`config.mk`:
```
export PLATFORM = sky130hd
export DESIGN_NAME = lsb_first_bitstream_writer
export DESIGN_NICKNAME = d
export VERILOG_FILES = /design/src/rtl/bsw_pkg.sv /design/src/rtl/bsw_front.sv /design/src/rtl/bsw_queue.sv /design/src/rtl/bsw_back.sv /design/src/rtl/lsb_first_bitstream_writer.sv
export SDC_FILE = /design/constraint.sdc
export NUM_CORES = 1
export LEC_CHECK = 0
export BUFFER_PORTS_ARGS = -buffer_cell sky130_fd_sc_hd__buf_2
export CAP_MARGIN = 40
export CELL_PAD_IN_SITES_DETAIL_PLACEMENT = 0
export CELL_PAD_IN_SITES_GLOBAL_PLACEMENT = 1
export CORE_MARGIN = 5
export CORE_UTILIZATION = 45
export DETAILED_ROUTE_END_ITERATION = 12
export HOLD_SLACK_MARGIN = 0.15
export MAX_ROUTING_LAYER = met4
export PLACE_DENSITY = 0.75
export SKIP_LAST_GASP = 1
export SYNTH_ARGS = -nofsm -noshare
export SYNTH_HDL_FRONTEND = slang
export SYNTH_HIERARCHICAL = 1
export SYNTH_SLANG_ARGS = --single-unit
```
`constraint.sdc`:
```
create_clock -name clk -period 9.58 [get_ports clk]
set_input_delay 0.479 -clock clk [delete_from_list [all_inputs] [get_ports clk]]
set_output_delay 0.479 -clock clk [all_outputs]
set_load 0.03 [all_outputs]
```
`src/rtl/bsw_pkg.sv`:
```
// Shared types and constants for the LSB-first bitstream writer.
`default_nettype none
package bsw_pkg;

  localparam int CAP_W          = 15;
  localparam int FIELD_W        = 32;
  localparam int CNT_W          = 6;
  localparam int USED_W         = 18;
  localparam int MAX_FIELD_BITS = 32;
  localparam int MAX_BYTES      = 5;
  localparam int BYTES_W        = 8 * MAX_BYTES;
  localparam int WORD_W         = BYTES_W + 8;

  localparam logic [CAP_W-1:0] CAP_RESET = 15'd16384;
  localparam logic [CAP_W:0]   ROOM_MIN  = 16'd4;
  localparam logic [CNT_W-1:0] FIELD_LIMIT =
    CNT_W'((MAX_FIELD_BITS < FIELD_W) ? MAX_FIELD_BITS : FIELD_W);

  localparam logic [1:0] FUNC_KEYED  = 2'd0;
  localparam logic [1:0] FUNC_DELTA  = 2'd1;
  localparam logic [1:0] FUNC_FINISH = 2'd2;
  localparam logic [1:0] FUNC_NONE   = 2'd3;

  typedef struct packed {
    logic [BYTES_W-1:0] bytes;
    logic [2:0]         count;
    logic               ovf;
    logic               fin;
    logic               fin_valid;
    logic [USED_W-1:0]  used;
  } qent_t;

endpackage
`default_nettype wire

```
`src/rtl/bsw_front.sv`:
```
// Front end: accepts requests, packs field bits and tracks stream state.
`default_nettype none
module bsw_front (
  input  wire logic                       clk,
  input  wire logic                       rst,
  input  wire logic [bsw_pkg::CAP_W-1:0]  capacity,
  input  wire logic                       in_valid,
  output logic                            in_stall,
  input  wire logic [1:0]                 func,
  input  wire logic [bsw_pkg::FIELD_W-1:0] value,
  input  wire logic [bsw_pkg::FIELD_W-1:0] key,
  input  wire logic [bsw_pkg::FIELD_W-1:0] old_value,
  input  wire logic [bsw_pkg::CNT_W-1:0]  bit_count,
  output logic                            push,
  output bsw_pkg::qent_t                  push_ent,
  input  wire logic                       full
);
  import bsw_pkg::*;

  logic [7:0]       partial;
  logic [2:0]       offset;
  logic [CAP_W-1:0] started;
  logic             ovf;

  logic [7:0]       partial_next;
  logic [2:0]       offset_next;
  logic [CAP_W-1:0] started_next;
  logic             ovf_next;

  logic               accept;
  logic               is_write;
  logic               is_delta;
  logic               is_finish;
  logic               same;
  logic [CNT_W-1:0]   cnt_eff;
  logic [63:0]        mask64;
  logic               one_drop;
  logic               bit_len;
  logic [CAP_W-1:0]   started_mid;
  logic [CAP_W:0]     room;
  logic               do_keyed;
  logic               keyed_ok;
  logic [FIELD_W-1:0] field;
  logic [FIELD_W:0]   bits;
  logic [CNT_W-1:0]   len_total;
  logic [WORD_W-1:0]  word;
  logic [CNT_W-1:0]   total;
  logic [CNT_W-1:0]   total_up;
  logic [2:0]         nbytes;
  logic [2:0]         begun;
  logic [USED_W-1:0]  used;

  always_comb begin
    accept    = in_valid && !full;
    in_stall  = full;
    is_delta  = (func == FUNC_DELTA);
    is_finish = (func == FUNC_FINISH);
    is_write  = (func == FUNC_KEYED) || is_delta;
    same      = (old_value == value);

    cnt_eff = (bit_count > FIELD_LIMIT) ? FIELD_LIMIT : bit_count;
    mask64  = ~({64{1'b1}} << cnt_eff);

    one_drop    = is_delta && (offset == 3'd0) && (started >= capacity);
    bit_len     = is_delta && !one_drop;
    started_mid = started + CAP_W'(bit_len && (offset == 3'd0));

    room     = {1'b0, capacity} - {1'b0, started_mid};
    do_keyed = (func == FUNC_KEYED) || (is_delta && !same);
    keyed_ok = !room[CAP_W] && (room >= ROOM_MIN);

    field = (do_keyed && keyed_ok) ? ((value ^ key) & mask64[FIELD_W-1:0]) : '0;
    bits  = bit_len ? {field, !same} : {1'b0, field};
    len_total = CNT_W'(bit_len) + ((do_keyed && keyed_ok) ? cnt_eff : '0);

    word     = {{(WORD_W-8){1'b0}}, partial} | (WORD_W'(bits) << offset);
    total    = CNT_W'(offset) + len_total;
    total_up = total + CNT_W'(7);
    nbytes   = total[5:3];
    begun    = total_up[5:3] - 3'(offset != 3'd0);

    used = {started, 3'b000} - ((offset == 3'd0) ? '0 : USED_W'(4'd8 - {1'b0, offset}));

    partial_next = partial;
    offset_next  = offset;
    started_next = started;
    ovf_next     = ovf;
    if (is_finish) begin
      partial_next = '0;
      offset_next  = '0;
      started_next = '0;
      ovf_next     = 1'b0;
    end else if (is_write) begin
      partial_next = 8'(word >> {nbytes, 3'b000});
      offset_next  = total[2:0];
      started_next = started + CAP_W'(begun);
      ovf_next     = ovf | one_drop | (do_keyed && !keyed_ok);
    end

    push = accept && (is_finish || (is_write && (nbytes != 3'd0)));
    push_ent.bytes     = is_finish ? BYTES_W'(partial) : word[BYTES_W-1:0];
    push_ent.count     = is_finish ? 3'd1 : nbytes;
    push_ent.ovf       = is_finish ? ovf : ovf_next;
    push_ent.fin       = is_finish;
    push_ent.fin_valid = (offset != 3'd0);
    push_ent.used      = used;
  end

  always_ff @(posedge clk) begin
    if (rst) begin
      partial <= '0;
      offset  <= '0;
      started <= '0;
      ovf     <= 1'b0;
    end else if (accept) begin
      partial <= partial_next;
      offset  <= offset_next;
      started <= started_next;
      ovf     <= ovf_next;
    end
  end

endmodule
`default_nettype wire

```
`src/rtl/bsw_queue.sv`:
```
// Short queue of packed byte groups between front and back ends.
`default_nettype none
module bsw_queue #(
  parameter int DEPTH = 4
) (
  input  wire logic           clk,
  input  wire logic           rst,
  input  wire logic           push,
  input  wire bsw_pkg::qent_t push_ent,
  output logic                full,
  input  wire logic           pop,
  output bsw_pkg::qent_t      head,
  output logic                empty
);
  import bsw_pkg::*;

  localparam int PTR_W = (DEPTH > 1) ? $clog2(DEPTH) : 1;
  localparam int CNT_QW = $clog2(DEPTH + 1);

  qent_t             slots [DEPTH];
  logic [PTR_W-1:0]  wr_ptr;
  logic [PTR_W-1:0]  rd_ptr;
  logic [CNT_QW-1:0] fill;
  logic              do_push;
  logic              do_pop;

  always_comb begin
    full    = (fill == CNT_QW'(DEPTH));
    empty   = (fill == '0);
    do_push = push && !full;
    do_pop  = pop && !empty;
    head    = slots[rd_ptr];
  end

  always_ff @(posedge clk) begin
    if (do_push) begin
      slots[wr_ptr] <= push_ent;
    end
  end

  always_ff @(posedge clk) begin
    if (rst) begin
      wr_ptr <= '0;
      rd_ptr <= '0;
      fill   <= '0;
    end else begin
      if (do_push) begin
        wr_ptr <= (wr_ptr == PTR_W'(DEPTH - 1)) ? '0 : wr_ptr + PTR_W'(1);
      end
      if (do_pop) begin
        rd_ptr <= (rd_ptr == PTR_W'(DEPTH - 1)) ? '0 : rd_ptr + PTR_W'(1);
      end
      if (do_push && !do_pop) begin
        fill <= fill + CNT_QW'(1);
      end else if (do_pop && !do_push) begin
        fill <= fill - CNT_QW'(1);
      end
    end
  end

endmodule
`default_nettype wire

```
`src/rtl/bsw_back.sv`:
```
// Back end: serializes queued byte groups into the registered result port.
`default_nettype none
module bsw_back (
  input  wire logic                       clk,
  input  wire logic                       rst,
  input  wire bsw_pkg::qent_t             head,
  input  wire logic                       empty,
  output logic                            pop,
  output logic                            out_valid,
  input  wire logic                       out_stall,
  output logic [7:0]                      out_byte,
  output logic                            byte_valid,
  output logic                            is_last,
  output logic                            overflow,
  output logic [bsw_pkg::USED_W-1:0]      used_bits
);
  import bsw_pkg::*;

  logic [2:0] idx;
  logic       load;
  logic       last;

  always_comb begin
    load = !empty && (!out_valid || !out_stall);
    last = (idx == (head.count - 3'd1));
    pop  = load && last;
  end

  always_ff @(posedge clk) begin
    if (rst) begin
      out_valid <= 1'b0;
      idx       <= '0;
    end else begin
      if (load) begin
        out_valid <= 1'b1;
        idx       <= last ? 3'd0 : idx + 3'd1;
      end else if (!out_stall) begin
        out_valid <= 1'b0;
      end
    end
  end

  always_ff @(posedge clk) begin
    if (load) begin
      out_byte   <= 8'(head.bytes >> {idx, 3'b000});
      byte_valid <= head.fin ? head.fin_valid : 1'b1;
      is_last    <= last;
      overflow   <= head.ovf;
      used_bits  <= head.fin ? head.used : '0;
    end
  end

endmodule
`default_nettype wire

```
`src/rtl/lsb_first_bitstream_writer.sv`:
```
// Top level of the LSB-first bitstream writer.
//
//  channel   direction  handshake             payload
//  request   in         in_valid / in_stall   func value key old_value bit_count
//  result    out        out_valid / out_stall out_byte byte_valid is_last overflow used_bits
//  config    in         cfg_we                cfg_data (capacity in bytes)
//
// A request is taken while in_stall is low; the front end packs its bits at once.
// Each request yields zero to five results, one per cycle from the back end while
// out_stall is low, one result for each byte that the request completes.
// The queue of QUEUE_DEPTH entries lets requests enter while results stall.
// Reset is synchronous; capacity returns to 16384 and stream state clears.
`default_nettype none
module lsb_first_bitstream_writer #(
  parameter int QUEUE_DEPTH = 4
) (
  input  wire logic                        clk,
  input  wire logic                        rst,
  input  wire logic                        cfg_we,
  input  wire logic [bsw_pkg::CAP_W-1:0]   cfg_data,
  input  wire logic                        in_valid,
  output logic                             in_stall,
  input  wire logic [1:0]                  func,
  input  wire logic [bsw_pkg::FIELD_W-1:0] value,
  input  wire logic [bsw_pkg::FIELD_W-1:0] key,
  input  wire logic [bsw_pkg::FIELD_W-1:0] old_value,
  input  wire logic [bsw_pkg::CNT_W-1:0]   bit_count,
  output logic                             out_valid,
  input  wire logic                        out_stall,
  output logic [7:0]                       out_byte,
  output logic                             byte_valid,
  output logic                             is_last,
  output logic                             overflow,
  output logic [bsw_pkg::USED_W-1:0]       used_bits
);
  import bsw_pkg::*;

  logic [CAP_W-1:0] capacity;
  logic             q_push;
  qent_t            q_push_ent;
  logic             q_full;
  logic             q_pop;
  qent_t            q_head;
  logic             q_empty;

  always_ff @(posedge clk) begin
    if (rst) begin
      capacity <= CAP_RESET;
    end else if (cfg_we) begin
      capacity <= cfg_data;
    end
  end

  bsw_front u_front (
    .clk       (clk),
    .rst       (rst),
    .capacity  (capacity),
    .in_valid  (in_valid),
    .in_stall  (in_stall),
    .func      (func),
    .value     (value),
    .key       (key),
    .old_value (old_value),
    .bit_count (bit_count),
    .push      (q_push),
    .push_ent  (q_push_ent),
    .full      (q_full)
  );

  bsw_queue #(
    .DEPTH (QUEUE_DEPTH)
  ) u_queue (
    .clk      (clk),
    .rst      (rst),
    .push     (q_push),
    .push_ent (q_push_ent),
    .full     (q_full),
    .pop      (q_pop),
    .head     (q_head),
    .empty    (q_empty)
  );

  bsw_back u_back (
    .clk        (clk),
    .rst        (rst),
    .head       (q_head),
    .empty      (q_empty),
    .pop        (q_pop),
    .out_valid  (out_valid),
    .out_stall  (out_stall),
    .out_byte   (out_byte),
    .byte_valid (byte_valid),
    .is_last    (is_last),
    .overflow   (overflow),
    .used_bits  (used_bits)
  );

endmodule
`default_nettype wire

```
==> results of run 1 <==
-- worst max-delay path by stage --
stage                            startpoint                   to  slack (ps)  cells after the start
after global routing            capacity[3]  u_front/started[14]         -80                     43
after detailed placement        capacity[3]  u_front/started[14]         350                     43
after CTS                       capacity[3]  u_front/started[14]         300                     43
final                           capacity[3]  u_front/started[14]         580                     39
after floorplan           u_front/offset[1]  u_front/started[14]         680                     46
after global placement          capacity[3]  u_front/started[14]         550                     43
-- stage by stage --
stage	TNS, ps	utilization	setup slack (ps)
after floorplan	0	-	677.0
after global placement	0	0.4827	545.2
after detailed placement	0	0.4840	350.8
after CTS	0	0.5113	302.0
after global routing	-83.95	0.5123	-75.22
final	0	0.5123	575.2
-- power breakdown --
| part | switching, uW | internal [uW] |
|---|---|---|
| Sequential | 61.8 | 1800 |
| Clock | 552 | 785 |
| Combinational | 623 | 369 |
-- per-layer routing --
layer	GRT usage	wire [um]	part of all wire	up-vias
met3	0.01984	2438	0.050	78
met5	-	0	0	-
met1	0.2979	21880	0.45	6546
met4	0.05355	1159	0.024	0
met2	0.3413	23140	0.48	430
li1	-	-	-	6179
-- area by class of cell --
class	count	area, um2	area share
sequential	340	9667	0.4518
multi-input combinational	1057	8571	0.4006
timing repair buffer	191	1121	0.05240
clock buffer	45	985.9	0.04608
tap	539	674.4	0.03152
inverter	56	220.2	0.01029
clock inverter	18	152.6	0.007135
antenna	1	2.502	0.0001170
-- placed cells by master (no fill, tap or decap), drive strengths merged, types with 32 or more instances in the layout --
cell type and count:
buf 191, inv 54, nor2 148, o21ai 61
nand2 92, xor2 49, edfxtp 285, mux4 83
a21oi 65, clkbuf 45, mux2i 43, xnor2 68
ha 51, and2 32, dfxtp 55
-- state kept, by name, indices dropped and copies added, names as in the netlist, named ones only --
| register | count |
|---|---|
| u_queue/slots | 256 |
| u_queue/fill | 3 |
| u_back/is_last | 1 |
| u_back/idx | 3 |
| u_front/partial | 8 |
| u_front/started | 15 |
| capacity | 15 |
| u_front/offset | 3 |
| u_back/byte_valid | 1 |
| u_back/out_byte | 8 |
| u_queue/wr_ptr | 2 |
| u_queue/rd_ptr | 2 |
| u_back/out_valid | 1 |
| u_back/overflow | 1 |
| u_back/used_bits | 18 |
| u_front/ovf | 1 |
-- worst reg2reg max path, delay by kind of cell, from the launching register on --
kind                     cells  cell delay, ps
AND/OR/NAND/NOR             18            3630
buffers and inverters        3             630
adder cells (fa/ha/maj)      5            1690
AO/OA/AOI/OAI                9            1900
XOR/XNOR                     4             650
flip-flops                   1             350
-- logic make-up after synthesis --
kind of cell	count (synthesis)
DFF	340
adders and majority gates	56
and+or+nand+nor	445
xor gates and xnor gates	118
buffers and inverters	158
muxes	129
AOI/OAI and AO/OA	309
==> out/metrics.csv, run 1 <==
stage,metric,value,unit
outcome,status,finished clean,
placed_design,RD Place Congestion,0.8980,
floorplan,Rows,75,
logic_synthesis,multiplexer share of the synthesized area,0.1243,
logic_synthesis,post-synth top area share,0.4521,
route,Via density,5.889,
global_routing,largest net degree at the start of global routing,56,
logic_synthesis,"count leader, synth",edfxtp_1,
sta,fin crit share,0.9400,
clock_tree,clk buf depth,3,
sta,Final Max Tran Viols,0,
sta,hold slack,184.7,ps
clock_tree,CTS tree,yes,
setup_path,Reg-to-Reg Start,capacity[3],
layout,Layout fillers,3598,
placed_design,PortBufs,154,
route,DRT iter0 DRCs,1150,
global_routing,first-pass GRT wire length,76.62,mm
sta,final hold violation count,0,
clock_tree,H-tree depth,2,
setup_path,Critical Path Max Stage Delay,480,ps
global_routing,vias in the first global route,13366,
floorplan,DIE AREA,46270,um2
logic_synthesis,Yosys reg bits,340,
logic_synthesis,Compound-Gate Fraction of Synth Area,0.1164,
setup_path,critical path peak fanout,12,
logic_synthesis,syn avg cell area,12.17,um2
placed_design,Inst Count DP,2182,
logic_synthesis,syn nets,1735,
logic_synthesis,"Warnings, synthesis",6,
sta,Worst slew margin,0.3945,
sta,Final Setup Violations,0,
setup_path,CP Capture Type,flop,
logic_synthesis,post-synthesis simple-gate area fraction,0.1153,
setup_path,CP top delay family,simple AND/OR/NAND/NOR gates,
layout,NumNets Final,1862,
logic_synthesis,cell accounting for the most synthesized area,edfxtp_1,
setup_path,Crit Path Class,flop to flop,
logic_synthesis,mapped cell area,18930,um2
worst_hold_path,hold path cells,2,
logic_synthesis,predominant post-synthesis flop cell,edfxtp_1,
setup_path,reg2reg setup slack,580,ps
clock_tree,Post-CTS Hold Buffers,0,
logic_synthesis,number of synthesized flops with an enable pin,285,
logic_synthesis,largest family of logic cells by synthesized area,multiplexers,
clock_tree,CTS resizes,0,
logic_synthesis,post-synthesis xor/xnor area fraction,0.05546,
sta,final critical-path required period,9005,ps
pwr,Max VDD drop,0.0001250,V
floorplan,Starting Density,0.4533,
setup_path,Critical Path Source Type,flop,
setup_path,"most used cell, CP",nor2_1,
setup_path,Crit-path slowest cell,ha_1,
worst_hold_path,Hold Path End,capacity[14],
logic_synthesis,synth cell count leaders,"edfxtp_1, nor2_1, nand2_1",
floorplan,Ports,155,
placed_design,Placed Area,20210,um2
sta,worst-margin pin slew,902.8,ps
clock_tree,post-CTS setup repair buffer count,0,
sta,skew final,15.49,ps
clock_tree,Sink Count,340,
clock_tree,Num CTS Buffers,36,
floorplan,die height,215.1,um
layout,fin area,21390,um2
pwr,Leak Pwr,0.007605,uW
floorplan,Core ar.,41760,um2
global_routing,grt total ovfl,0,
placed_design,Post-DP HPWL,34.93,mm
route,final wirelength,48.61,mm
setup_path,critical path arrival,9390,ps
route,via count,13233,
route,DR WL/cell,21.63,um
worst_hold_path,HP Start,cfg_data[14],
clock_tree,Clock Latency Late Sink,510,ps
setup_path,Buf/Inv on CP,3,
route,drt drc,0,
sta,fmax,111.1,MHz
setup_path,Reg2Reg Capture Point,u_front/started[14],
pwr,P per Cell Area,195.7,nW/um2
layout,area growth from synthesis to layout,13.02,%
sta,RSZ-0062 raised after global routing,yes,
setup_path,"Req. time, crit path",9960,ps
logic_synthesis,"top cells by area, synth","edfxtp_1, mux4_2, dfxtp_1",
layout,Finished Layout Cells,2247,
worst_hold_path,Hold Path Class,input port to flop,
pwr,Total Power,4186,uW
global_routing,initial antenna violation count,0,
logic_synthesis,sequential area share after synthesis,0.5103,
logic_synthesis,Synth cell types,97,
global_routing,GRT Overall Usage,0.2131,
route,Pre-Repair DR Iteration Count,5,
layout,share of layout cells above drive strength 1,0.2203,
logic_synthesis,cells after synthesis,1555,
route,Post-DRT Antenna Nets,0,
setup_path,Worst Reg-to-Reg Cells,39,
logic_synthesis,Adder-Cell Fraction of Synth Area,0.03900,
clock_tree,Root Driver,clkbuf_16,
logic_synthesis,Post-synth ARST share,0,
clock_tree,Worst-path clk slew,60,ps
floorplan,Die Width,215.1,um
flow_run,MaxCap Viol Count,0,
Power figures use the tool's default switching activity.
==> run 2, diff against run 1 <==
--- a/config.mk
+++ b/config.mk
@@ -12,6 +12,7 @@
 export CORE_MARGIN = 5
 export CORE_UTILIZATION = 45
 export DETAILED_ROUTE_END_ITERATION = 12
+export GPL_ROUTABILITY_DRIVEN = 0
 export HOLD_SLACK_MARGIN = 0.15
 export MAX_ROUTING_LAYER = met4
 export PLACE_DENSITY = 0.75
==> constraint.sdc (replaced) <==
create_clock -name clk -period 9.58 [get_ports clk]
set_input_delay 0.479 -clock clk [delete_from_list [all_inputs] [get_ports clk]]
set_output_delay 0.479 -clock clk [all_outputs]
set_load 0.05 [all_outputs]
==> out/metrics.csv, run 2 (synthesis results as in run 1) <==
stage,metric,value,unit
route,final wirelength,47.30,mm
layout,most frequent cells in the layout,"edfxtp_1, buf_2, nor2_1, nand2_1, mux4_2",
global_routing,vias in the first global route,13156,
sta,RSZ-0062 raised after global routing,no,
setup_path,critical path peak fanout,10,
clock_tree,post-CTS setup repair buffer count,0,
sta,Worst slew margin,0.3568,
layout,number of diodes,0,
route,Post-DRT Antenna Nets,0,
floorplan,Die Width,215.1,um
floorplan,Core ar.,41760,um2
pwr,Int Power,2922,uW
clock_tree,Worst-path clk slew,60,ps
layout,Biggest register,u_queue/slots,
global_routing,grt total ovfl,0,
setup_path,Crit Path Class,flop to flop,
global_routing,initial antenna violation count,0,
clock_tree,Post-CTS Hold Buffers,0,
sta,final hold violation count,0,
placed_design,Post-DP HPWL,33.91,mm
pwr,Comb power frac,0.253,
setup_path,"Req. time, crit path",10020,ps
floorplan,Starting Density,0.4533,
route,DR WL/cell,21.13,um
outcome,status,finished clean,
sta,Final Setup Violations,0,
clock_tree,Num CTS Buffers,36,
global_routing,largest net degree at the start of global routing,65,
pwr,P per Cell Area,198.2,nW/um2
setup_path,"most used cell, CP",inv_1,
clock_tree,H-tree depth,2,
global_routing,GRT Overall Usage,0.2065,
setup_path,Critical Path Max Stage Delay,450,ps
floorplan,Ports,155,
clock_tree,CTS resizes,0,
layout,area growth from synthesis to layout,12.51,%
layout,Largest regs,"u_queue/slots (256), u_back/used_bits (18)",
clock_tree,CTS tree,yes,
sta,fmax,111.8,MHz
setup_path,Critical Path Source Type,flop,
route,via count,13207,
layout,Finished Layout Cells,2238,
sta,skew final,12.30,ps
clock_tree,Sink Count,340,
pwr,Total Power,4222,uW
setup_path,Buf/Inv on CP,5,
layout,max FFs per register,256,
layout,NumNets Final,1856,
route,Pre-Repair DR Iteration Count,5,
layout,Layout fillers,3641,
sta,Final Max Tran Viols,0,
layout,"commonest non-fill, non-tap cell in the layout",edfxtp_1,
flow_run,MaxCap Viol Count,0,
setup_path,CP Capture Type,flop,
pwr,Max VDD drop,0.0001104,V
route,Via density,5.901,
pwr,Sw Share,0.3079,
floorplan,die height,215.1,um
sta,final critical-path required period,8947,ps
setup_path,CP top delay family,simple AND/OR/NAND/NOR gates,
global_routing,first-pass GRT wire length,74.44,mm
sta,worst-margin pin slew,957.5,ps
pwr,Clk network pwr share,0.307,
pwr,Seq pwr share,0.440,
clock_tree,Root Driver,clkbuf_16,
pwr,sw power,1300,uW
floorplan,DIE AREA,46270,um2
route,drt drc,0,
setup_path,critical path arrival,9380,ps
layout,share of layout cells above drive strength 1,0.2172,
floorplan,Rows,75,
clock_tree,clk buf depth,3,
setup_path,Crit-path slowest cell,ha_2,
placed_design,Inst Count DP,2177,
pwr,Leak Pwr,0.007544,uW
clock_tree,Clock Latency Late Sink,510,ps
worst_hold_path,Hold Path Class,input port to flop,
route,DRT iter0 DRCs,1005,
sta,setup TNS,0,ps
sta,fin crit share,0.9339,
placed_design,PortBufs,154,
run 2: cell count changes in the layout (fill, tap and decap cells not counted), sizes merged:
cell and change:
clkinv -2, buf -6, diode -1
run 2: worst paths after layout:
kind,start,endpoint,slack (ps),depth (start not counted)
hold / removal,cfg_data[14],capacity[14],190,2
setup / recovery,capacity[3],u_queue/fill[2],630,41
hold reg to reg,u_front/partial[2],u_front/partial[2],480,2
setup reg to reg,capacity[3],u_queue/fill[2],630,41
run 2: worst register-to-register path: cells and delay by family (launching register included):
family	cells	cell delay, ps
AO/OA/AOI/OAI	8	1910
flip-flops	1	350
buffers and inverters	5	470
adder cells (fa/ha/maj)	7	2150
AND/OR/NAND/NOR	18	3590
XOR/XNOR	3	390
run 2: power groups by stage:
stage	logic [uW]	registers [uW]	clock network, uW
after floorplan	594	2060	0
after global placement	1040	1900	0
after detailed placement	1070	1890	0
after CTS	1070	1860	1330
after global routing	1160	1870	1400
final	1070	1860	1300
run 2: final cells by class:
| cell class | count | area (um2) | share of cell area |
|---|---|---|---|
| sequential | 340 | 9667 | 0.4539 |
| multi-input combinational | 1057 | 8583 | 0.4030 |
| timing repair buffer | 185 | 1064 | 0.04994 |
| clock buffer | 45 | 955.9 | 0.04488 |
| tap | 539 | 674.4 | 0.03166 |
| inverter | 56 | 220.2 | 0.01034 |
| clock inverter | 16 | 133.9 | 0.006286 |
run 2: per-layer routing:
| layer | vias to the layer above | track usage | part of all wire |
|---|---|---|---|
| li1 | 6174 | - | - |
| met1 | 6469 | 0.2859 | 0.44 |
| met2 | 469 | 0.3261 | 0.47 |
| met3 | 95 | 0.02238 | 0.058 |
| met4 | 0 | 0.06230 | 0.030 |
| met5 | - | - | 0 |
run 2: metrics by stage:
| stage | worst slack, ps | area (um2) | util | hold WS (ps) |
|---|---|---|---|---|
| global placement | 595.1 | 20120 | 0.4818 | 446.6 |
| floorplan | 677.0 | 18930 | - | 436.2 |
| finish | 632.8 | 21300 | 0.5100 | 186.3 |
| detailed placement | 418.5 | 20160 | 0.4828 | 465.5 |
| global route | 17.82 | 21300 | 0.5100 | 183.9 |
| CTS | 362.6 | 21250 | 0.5089 | 156.8 |
==> run 3, diff against run 2 <==
--- a/config.mk
+++ b/config.mk
@@ -7,10 +7,10 @@
 export LEC_CHECK = 0
 export BUFFER_PORTS_ARGS = -buffer_cell sky130_fd_sc_hd__buf_2
 export CAP_MARGIN = 40
-export CELL_PAD_IN_SITES_DETAIL_PLACEMENT = 0
-export CELL_PAD_IN_SITES_GLOBAL_PLACEMENT = 1
+export CELL_PAD_IN_SITES_DETAIL_PLACEMENT = 1
+export CELL_PAD_IN_SITES_GLOBAL_PLACEMENT = 2
 export CORE_MARGIN = 5
-export CORE_UTILIZATION = 45
+export CORE_UTILIZATION = 38
 export DETAILED_ROUTE_END_ITERATION = 12
 export GPL_ROUTABILITY_DRIVEN = 0
 export HOLD_SLACK_MARGIN = 0.15
==> out/metrics.csv, run 3 (synthesis results as in run 1) <==
stage,metric,value,unit
worst_hold_path,Hold Path Class,input port to flop,
floorplan,DIE AREA,54380,um2
layout,share of layout cells above drive strength 1,0.2262,
layout,Finished Layout Cells,2379,
clock_tree,Worst-path clk slew,60,ps
placed_design,PortBufs,154,
placed_design,Placed Area,20380,um2
route,via count,13314,
layout,NumNets Final,1867,
pwr,Leak Pwr,0.007643,uW
layout,max FFs per register,256,
sta,hold slack,190.3,ps
clock_tree,CTS tree,yes,
route,Via density,5.596,
route,DR WL/cell,22.58,um
setup_path,Crit-path slowest cell,or3_1,
floorplan,Starting Density,0.3851,
setup_path,Critical Path Source Type,flop,
placed_design,Inst Count DP,2309,
clock_tree,H-tree depth,2,
layout,Largest regs,"u_queue/slots (256), u_back/used_bits (18)",
route,final wirelength,53.73,mm
layout,"commonest non-fill, non-tap cell in the layout",edfxtp_1,
floorplan,Ports,155,
layout,number of diodes,0,
clock_tree,Sink Count,340,
setup_path,Critical Path Max Stage Delay,410,ps
sta,Final Max Tran Viols,0,
layout,area growth from synthesis to layout,14.21,%
layout,most frequent cells in the layout,"edfxtp_1, buf_2, nor2_1, nand2_1, mux4_2",
setup_path,"Req. time, crit path",9960,ps
clock_tree,Root Driver,clkbuf_16,
clock_tree,Post-CTS Hold Buffers,0,
flow_run,MaxCap Viol Count,0,
setup_path,Crit Path Class,flop to flop,
route,Post-DRT Antenna Nets,0,
setup_path,CP Capture Type,flop,
layout,fin area,21620,um2
sta,worst-margin pin slew,896.8,ps
sta,Worst slew margin,0.3978,
sta,final hold violation count,0,
route,DRT iter0 DRCs,945,
floorplan,Rows,81,
setup_path,critical path arrival,9350,ps
global_routing,initial antenna violation count,0,
placed_design,Post-DP HPWL,39.30,mm
layout,Biggest register,u_queue/slots,
clock_tree,Clock Latency Late Sink,520,ps
sta,final critical-path required period,8967,ps
layout,Multi-input gate area,8598,um2
global_routing,grt total ovfl,0,
clock_tree,clk buf depth,3,
global_routing,first-pass GRT wire length,83.34,mm
global_routing,vias in the first global route,14043,
sta,skew final,14.44,ps
floorplan,Die Width,233.2,um
pwr,Max VDD drop,0.0001118,V
layout,Layout fillers,5228,
global_routing,largest net degree at the start of global routing,56,
route,drt drc,0,
floorplan,Core ar.,49150,um2
sta,fmax,111.5,MHz
outcome,status,finished clean,
layout,final core occ,0.4398,
pwr,P per Cell Area,200.3,nW/um2
clock_tree,Num CTS Buffers,37,
sta,Final Setup Violations,0,
floorplan,die height,233.2,um
global_routing,GRT Overall Usage,0.2008,
route,Pre-Repair DR Iteration Count,5,
sta,fin crit share,0.9360,
sta,setup TNS,0,ps
setup_path,critical path peak fanout,11,
layout,FF+latch area,9667,um2
run 3: cell types whose count changed in the layout (fill, tap and decap cells not counted), sizes merged:
cell	previous run	this run
clkinvlp	3	1
clkinv	13	19
clkdlybuf4s15	0	2
bufinv	2	3
buf	185	193
inv	54	55
run 3: repair_timing:
action	in CTS	in global routing
gates resized for setup	0	16
setup endpoints to repair	0	195
setup buffers	0	2
run 3: power breakdown:
part | switching (uW) | leakage (uW) | internal, uW
Combinational | 733 | 0.00398 | 375
Clock | 567 | 0.000566 | 796
Sequential | 63.5 | 0.00309 | 1800
run 3: cell type report:
type                            count  area share
Sequential cell                   340      0.4471
Multi-Input combinational cell   1057      0.3977
Clock inverter                     22    0.009202
Tap cell                          664     0.03843
Inverter                           56     0.01019
Clock buffer                       45     0.04422
Timing Repair Buffer              195     0.05313
run 3: routing by layer:
layer  share of wire  track usage  vias up
li1                -            -     6189
met1            0.46       0.2796     6703
met2            0.48       0.3205      345
met3           0.035      0.01848       77
met4           0.023      0.05058        0
met5               0            -        -
run 3: metrics by stage:
stage,setup slack (ps),total power [uW]
after global placement,589.3,2958
after detailed placement,64.04,3002
after floorplan,677.0,2654
after global routing,-2.943,4536
final,613.0,4331
after CTS,17.57,4375
run 3: worst max-delay path, delay by kind of cell (launching register included):
family	cells	cell delay [ps]
flops	1	360
xor+xnor	6	950
simple gates	18	3200
compound gates	9	1990
buf+inv	3	320
fa+ha+maj	7	2010
run 3: path summary, 6_finish.rpt:
kind	end	cells past startpoint	slack (ps)	from
hold / removal	capacity[14]	2	190	cfg_data[14]
setup / recovery	u_front/started[14]	43	610	capacity[3]
setup reg to reg	u_front/started[14]	43	610	capacity[3]
hold reg to reg	u_front/partial[3]	1	470	u_front/partial[3]
